--- src/rtl/hbc_pkg.sv ---
package hbc_pkg;

	localparam int unsigned SETS_DEF = 16;
	localparam int unsigned WAYS_DEF = 8;
	localparam int unsigned DEV_W    = 8;
	localparam int unsigned BLK_W    = 32;
	localparam int unsigned CNT_W    = 8;
	localparam int unsigned WAYF_W   = 3;
	localparam int unsigned QD       = 2;
	localparam logic [CNT_W-1:0] CNT_MAX = '1;

	typedef enum logic [1:0] {
		REQ_GET     = 2'd0,
		REQ_RELEASE = 2'd1,
		REQ_PIN     = 2'd2,
		REQ_UNPIN   = 2'd3
	} req_t;

	typedef enum logic [1:0] {
		ST_OK        = 2'd0,
		ST_NO_FREE   = 2'd1,
		ST_OVERFLOW  = 2'd2,
		ST_UNDERFLOW = 2'd3
	} status_t;

	// classified request handed from front to back
	typedef struct packed {
		req_t                req;
		logic [DEV_W-1:0]    dev;
		logic [BLK_W-1:0]    blk;
		logic [WAYF_W-1:0]   way;
		logic [7:0]          set;
	} cmd_t;

	typedef struct packed {
		logic [WAYF_W-1:0] result_way;
		logic              hit;
		logic              needs_fill;
		status_t           status;
	} rsp_t;

endpackage

--- src/rtl/hbc_front.sv ---
module hbc_front #(
	parameter int unsigned SETS = hbc_pkg::SETS_DEF
) (
	input  logic                            clk,
	input  logic                            arst_n,
	input  logic                            push,
	output logic                            full,
	input  logic [1:0]                      req_type,
	input  logic [hbc_pkg::DEV_W-1:0]       dev,
	input  logic [hbc_pkg::BLK_W-1:0]       blockno,
	input  logic [hbc_pkg::WAYF_W-1:0]      way,
	output logic                            cmd_valid,
	input  logic                            cmd_take,
	output hbc_pkg::cmd_t                   cmd
);

	localparam int unsigned QW = $clog2(hbc_pkg::QD);
	// 2^8, 2^16 and 2^24 reduced by the set count, for a bytewise fold of the sum
	localparam logic [7:0]  R1 = 8'((32'd1 << 8) % SETS);
	localparam logic [7:0]  R2 = 8'((32'd1 << 16) % SETS);
	localparam logic [7:0]  R3 = 8'((32'd1 << 24) % SETS);
	// reciprocal of the set count, exact for any 18-bit folded value
	localparam int unsigned RK = 26;
	localparam logic [26:0] RM = 27'(((64'd1 << RK) + 64'(SETS) - 64'd1) / 64'(SETS));

	hbc_pkg::cmd_t         q_q [hbc_pkg::QD];
	logic [QW-1:0]         wp_q, rp_q;
	logic [QW:0]           cnt_q;
	logic [hbc_pkg::BLK_W-1:0] sum;
	logic [17:0]           fold;
	logic [43:0]           prod;
	logic [17:0]           rem;
	logic                  take_in, enq;
	logic                  v_s1, v_s2;
	hbc_pkg::cmd_t         cmd_s1, cmd_s2;
	logic [17:0]           fold_s1, fold_s2;
	logic [17:0]           quo_s2;
	hbc_pkg::cmd_t         cin;

	assign sum  = blockno + {{(hbc_pkg::BLK_W-hbc_pkg::DEV_W){1'b0}}, dev};
	// same residue as the sum, at most 18 bits
	assign fold = 18'(sum[7:0]) + 18'(sum[15:8]) * 18'(R1) + 18'(sum[23:16]) * 18'(R2)
	            + 18'(sum[31:24]) * 18'(R3);
	assign prod = 44'(fold_s1) * 44'(RM);
	assign rem  = fold_s2 - quo_s2 * 18'(SETS);

	always_comb begin
		cin     = cmd_s2;
		cin.set = rem[7:0];
	end

	assign take_in   = push && !full;
	assign enq       = v_s2;
	assign full      = v_s1 || v_s2 || (cnt_q == (QW+1)'(hbc_pkg::QD));
	assign cmd_valid = (cnt_q != '0);
	assign cmd       = q_q[rp_q];

	always_ff @(posedge clk) begin
		if (take_in) begin
			cmd_s1.req <= hbc_pkg::req_t'(req_type);
			cmd_s1.dev <= dev;
			cmd_s1.blk <= blockno;
			cmd_s1.way <= way;
			cmd_s1.set <= '0;
			fold_s1    <= fold;
		end
		if (v_s1) begin
			cmd_s2  <= cmd_s1;
			fold_s2 <= fold_s1;
			quo_s2  <= prod[43:26];
		end
		if (enq)
			q_q[wp_q] <= cin;
	end

	always_ff @(posedge clk or negedge arst_n) begin
		if (!arst_n) begin
			v_s1  <= 1'b0;
			v_s2  <= 1'b0;
			wp_q  <= '0;
			rp_q  <= '0;
			cnt_q <= '0;
		end else begin
			v_s1 <= take_in;
			v_s2 <= v_s1;
			if (enq)
				wp_q <= wp_q + 1'b1;
			if (cmd_take)
				rp_q <= rp_q + 1'b1;
			cnt_q <= cnt_q + (QW+1)'(enq) - (QW+1)'(cmd_take);
		end
	end

endmodule

--- config.mk ---
export PLATFORM = sky130hd
export DESIGN_NAME = hbc_front
export DESIGN_NICKNAME = d
export VERILOG_FILES = /design/src/rtl/hbc_pkg.sv /design/src/rtl/hbc_front.sv
export SDC_FILE = /design/constraint.sdc
export NUM_CORES = 1
export LEC_CHECK = 0
export ABC_AREA = 1
export CORE_ASPECT_RATIO = 0.75
export CORE_MARGIN = 4
export CORE_UTILIZATION = 45
export CTS_BUF_LIST = sky130_fd_sc_hd__clkbuf_8
export DETAILED_ROUTE_END_ITERATION = 8
export DONT_BUFFER_PORTS = 1
export HOLD_SLACK_MARGIN = 0.12
export REMOVE_ABC_BUFFERS = 1
export SLEW_MARGIN = 20
export SYNTH_ARGS = -nofsm -noshare
export SYNTH_HDL_FRONTEND = slang
export SYNTH_SLANG_ARGS = --single-unit
--- constraint.sdc ---
create_clock -name clk -period 8.3 [get_ports clk]
set_clock_uncertainty 0.2 [all_clocks]
set_input_delay 0 -clock clk [delete_from_list [all_inputs] [get_ports clk]]
set_output_delay 0 -clock clk [all_outputs]
set_load 0.02 [all_outputs]
==> impl_metrics.csv <==
group,metric,value,unit
floorplanning,die_w,154,um
run_status,run_status,"complete, no violations",
routing,detail_route.iter0.violations,124,
clock_network,number_of_clock_buffers_inserted_by_tritoncts,30,
clock_network,total_number_of_clock_tree_sinks,202,
pwr,power-per-cell-area,332,nW/um2
global_routing,grt_use_met1,14.2,%
synth,synth_top_cells_by_count,"sky130_fd_sc_hd__edfxtp_1, sky130_fd_sc_hd__mux2_4, sky130_fd_sc_hd__inv_1, sky130_fd_sc_hd__nand2_1, sky130_fd_sc_hd__dfrtp_1",
worst_setup_path,critical-path-slowest-cell,"sky130_fd_sc_hd__buf_4",
finish,final_antenna_diode_count,0,
clock_network,h_tree_level_count,1,
global_routing,grt_antenna_before_repair,0,
routing,pre_antenna_drt_iters,4,
clock_network,clk_latency_worst_skew_pair,0.52,ns
timing,rsz0062_at_grt,"false",
global_routing,grt_busiest_layer,"met2",
clock_network,post_cts.resized_instances,0,
worst_setup_path,crit_path_end_kind,"flip-flop",
synth,synth.cell_area,7170,um2
worst_setup_path,worst-endpoint-arrival,2.52,ns
synth,synth_warnings,0,
worst_setup_path,worst_ep_required_time,8.25,ns
synth,yosys-top-cells-area,"sky130_fd_sc_hd__edfxtp_1, sky130_fd_sc_hd__mux2_4, sky130_fd_sc_hd__dfrtp_1",
flow_run,max_cap_violations,0,
synth,synthArstFlopShare,2.97,%
global_routing,use_met2,19.9,%
timing,slew_headroom,35.6,%
worst_setup_path,path_cells,"buf_4 -> nor2_1 -> o21ai_0 -> nor2_4 -> buf_4",
finish,area_used_by_multi_input_combinational_logic,975,um2
synth,ys_dominant_reg_cell,"sky130_fd_sc_hd__edfxtp_1",
worst_setup_path,crit_path_start_kind,"flip-flop",
worst_setup_path,worstSetupPathType,"reg -> reg",
finish,layout.area.seq,6040,um2
finish,stdcell_count,657,
finish,fill_cells,1187,
clock_network,cts.reportedPaths.clkPinSlew,0.06,ns
clock_network,cts_hold_buf,97,
floorplanning,io_pins,104,
global_routing,grt_overflow,0,
global_routing,grt_max_degree,52,
timing,setup_viol,0,
place,detailed_place_hpwl,5800,um
floorplanning,initial_core_util,46.5,%
finish,drive_gt1_share,20.8,%
global_routing,gr-usage-all-layers,11.9,%
global_routing,global_route_wire_length_before_repair,17000,um
synth,synth_top_cell_area_share,82.0,%
synth,synthCells,306,
clock_network,post-cts-setup-buffer-count,0,
pwr,power.ir.vdd_worst,0.206,mV
global_routing,first_global_vias,3273,
clock_network,tritoncts,"done",
worst_hold_path,hp-class,"reg -> reg",
routing,num_vias,2972,
routing,avgRoutedWirePerCell,16.1,um
worst_setup_path,worst-path-buf-inv,2,
routing,detail-route-antenna-nets,0,
synth,synth_enable_flop_cells,196,
routing,detail_route.wirelength,10600,um
synth,synth_seq_area_share,84.1,%
floorplanning,floorplan.die_area,18000,um2
routing,vias_per_cell,4.52,
timing,final_max_slew_viol_count,0,
finish,area_growth_syn_to_layout,23.1,%
place,gp_congestion,0.690,
floorplanning,die-height,117,um
clock_network,ctsRootBufferMaster,"sky130_fd_sc_hd__clkbuf_8",
worst_setup_path,critical-path-top-delay-family,"buffers and inverters",
floorplanning,fp-row-count,39,
place,portBuffers,0,
worst_setup_path,critical_path_peak_fanout,51,
timing,post-route-min-period,2.57,ns
synth,synth.lib_cells_used.distinct,17,
global_routing,grtUsageMet3,5.12,%
worst_setup_path,critPathMaxStageDelay,0.58,ns
timing,achievable-frequency,388,MHz
synth,synth_area_per_cell,23.4,um2
routing,drc_errors,0,
floorplanning,core-area,15400,um2
clock_network,cts_buffer_depth,3,
timing,hold_viol_final,0,
timing,final.period_utilization,31.0,%
timing,final.setup.tns,0,ns
place,placed_cells,507,
pwr,static-leakage-power,3.19,nW
synth,synth_area_leader,"sky130_fd_sc_hd__edfxtp_1",
timing,worstMarginPinSlew,0.966,ns
worst_setup_path,cpMostUsedCell,"sky130_fd_sc_hd__buf_4",
finish,layout.nets,486,
synth,synth_most_common_cell,"sky130_fd_sc_hd__edfxtp_1",
synth,postSynthRegisterBits,202,
-- path summary, 6_finish.rpt --
check,cells after the start,slack [ns],endpoint,from
max,5,5.73,cmd_s1[21]$_DFFE_PP_,v_s1$_DFF_PN0_
min,0,0.22,cin[22]$_DFFE_PP_,cmd_s1[22]$_DFFE_PP_
max reg2reg,5,5.73,cmd_s1[21]$_DFFE_PP_,v_s1$_DFF_PN0_
min reg2reg,0,0.22,cin[22]$_DFFE_PP_,cmd_s1[22]$_DFFE_PP_
max in group asynchronous,3,6.99,rp_q$_DFFE_PN0P_,arst_n
min in group asynchronous,3,0.67,cnt_q[0]$_DFF_PN0_,arst_n
-- state kept, by name, indices dropped and copies added (netlist names) --
signal and cells:
enq 1, wp_q 1, cin 45, cnt_q 2, q_q 98, rp_q 1, cmd_s1 45, fold_s2 4
v_s1 1, fold_s1 4
-- logic make-up (layout without fill, tap and decap cells) --
logic type / after synthesis / count (layout) / share of synthesized area (%)
xor+xnor: 5 / 5 / 0.611
mux: 49 / 49 / 10.3
simple gates: 19 / 19 / 1.08
buf+inv: 23 / 166 / 2.65
compound gates: 1 / 1 / 0.0697
flops: 202 / 202 / 84.1
fa+ha+maj: 6 / 6 / 1.15
other cells: 1 / 4 / 0.0523
-- power by group --
| part | total [mW] | internal [mW] | switching, mW |
|---|---|---|---|
| Combinational | 0.632 | 0.257 | 0.375 |
| Clock | 0.680 | 0.343 | 0.337 |
| Sequential | 1.62 | 1.48 | 0.142 |
| Total | 2.93 | 2.08 | 0.854 |
-- cell usage in the layout (no fill, tap or decap) --
cell type / instances
sky130_fd_sc_hd__edfxtp_1: 196
sky130_fd_sc_hd__dlygate4sd3_1: 97
sky130_fd_sc_hd__mux2_4: 49
sky130_fd_sc_hd__clkbuf_8: 31
sky130_fd_sc_hd__inv_1: 19
sky130_fd_sc_hd__nand2_1: 12
sky130_fd_sc_hd__clkinv_1: 11
sky130_fd_sc_hd__clkinv_2: 5
sky130_fd_sc_hd__ha_1: 5
sky130_fd_sc_hd__conb_1: 4
sky130_fd_sc_hd__dfrtp_1: 4
sky130_fd_sc_hd__xor2_1: 3
sky130_fd_sc_hd__buf_4: 3
sky130_fd_sc_hd__xnor2_1: 2
sky130_fd_sc_hd__nor2_1: 2
sky130_fd_sc_hd__or2_2: 2
sky130_fd_sc_hd__nor2_4: 2
sky130_fd_sc_hd__nand3_1: 1
sky130_fd_sc_hd__o21ai_0: 1
sky130_fd_sc_hd__fa_1: 1
sky130_fd_sc_hd__dfrtp_4: 1
sky130_fd_sc_hd__dfrtp_2: 1
-- through the flow --
step	power (mW)	instance area [um2]	utilization, %	hold WS [ns]	setup slack (ns)
2_1_floorplan	2.12	7040	-	-0.496	4.01
3_3_place_gp	2.23	7340	47.6	-0.495	5.70
3_5_place_dp	2.26	7340	47.6	-0.495	5.68
4_1_cts	2.99	8830	57.3	0.217	5.67
5_1_grt	3.10	8830	57.3	0.223	5.58
6_report	2.93	8830	57.3	0.219	5.73
-- per-layer routing --
| metal | vias up | wire (um) |
|---|---|---|
| met4 | 0 | 161 |
| met3 | 16 | 860 |
| li1 | 1419 | - |
| met2 | 94 | 5350 |
| met1 | 1443 | 4220 |
| met5 | - | 0 |
-- cell type report --
cell class,count,area share [%]
flip-flops and latches,202,68.4
clock inverters,22,0.992
inverters,13,0.567
repair buffers,100,11.3
clock buffers,31,4.83
multi-input cells,84,11.0
well taps,205,2.90
Power figures use the tool's default switching activity.
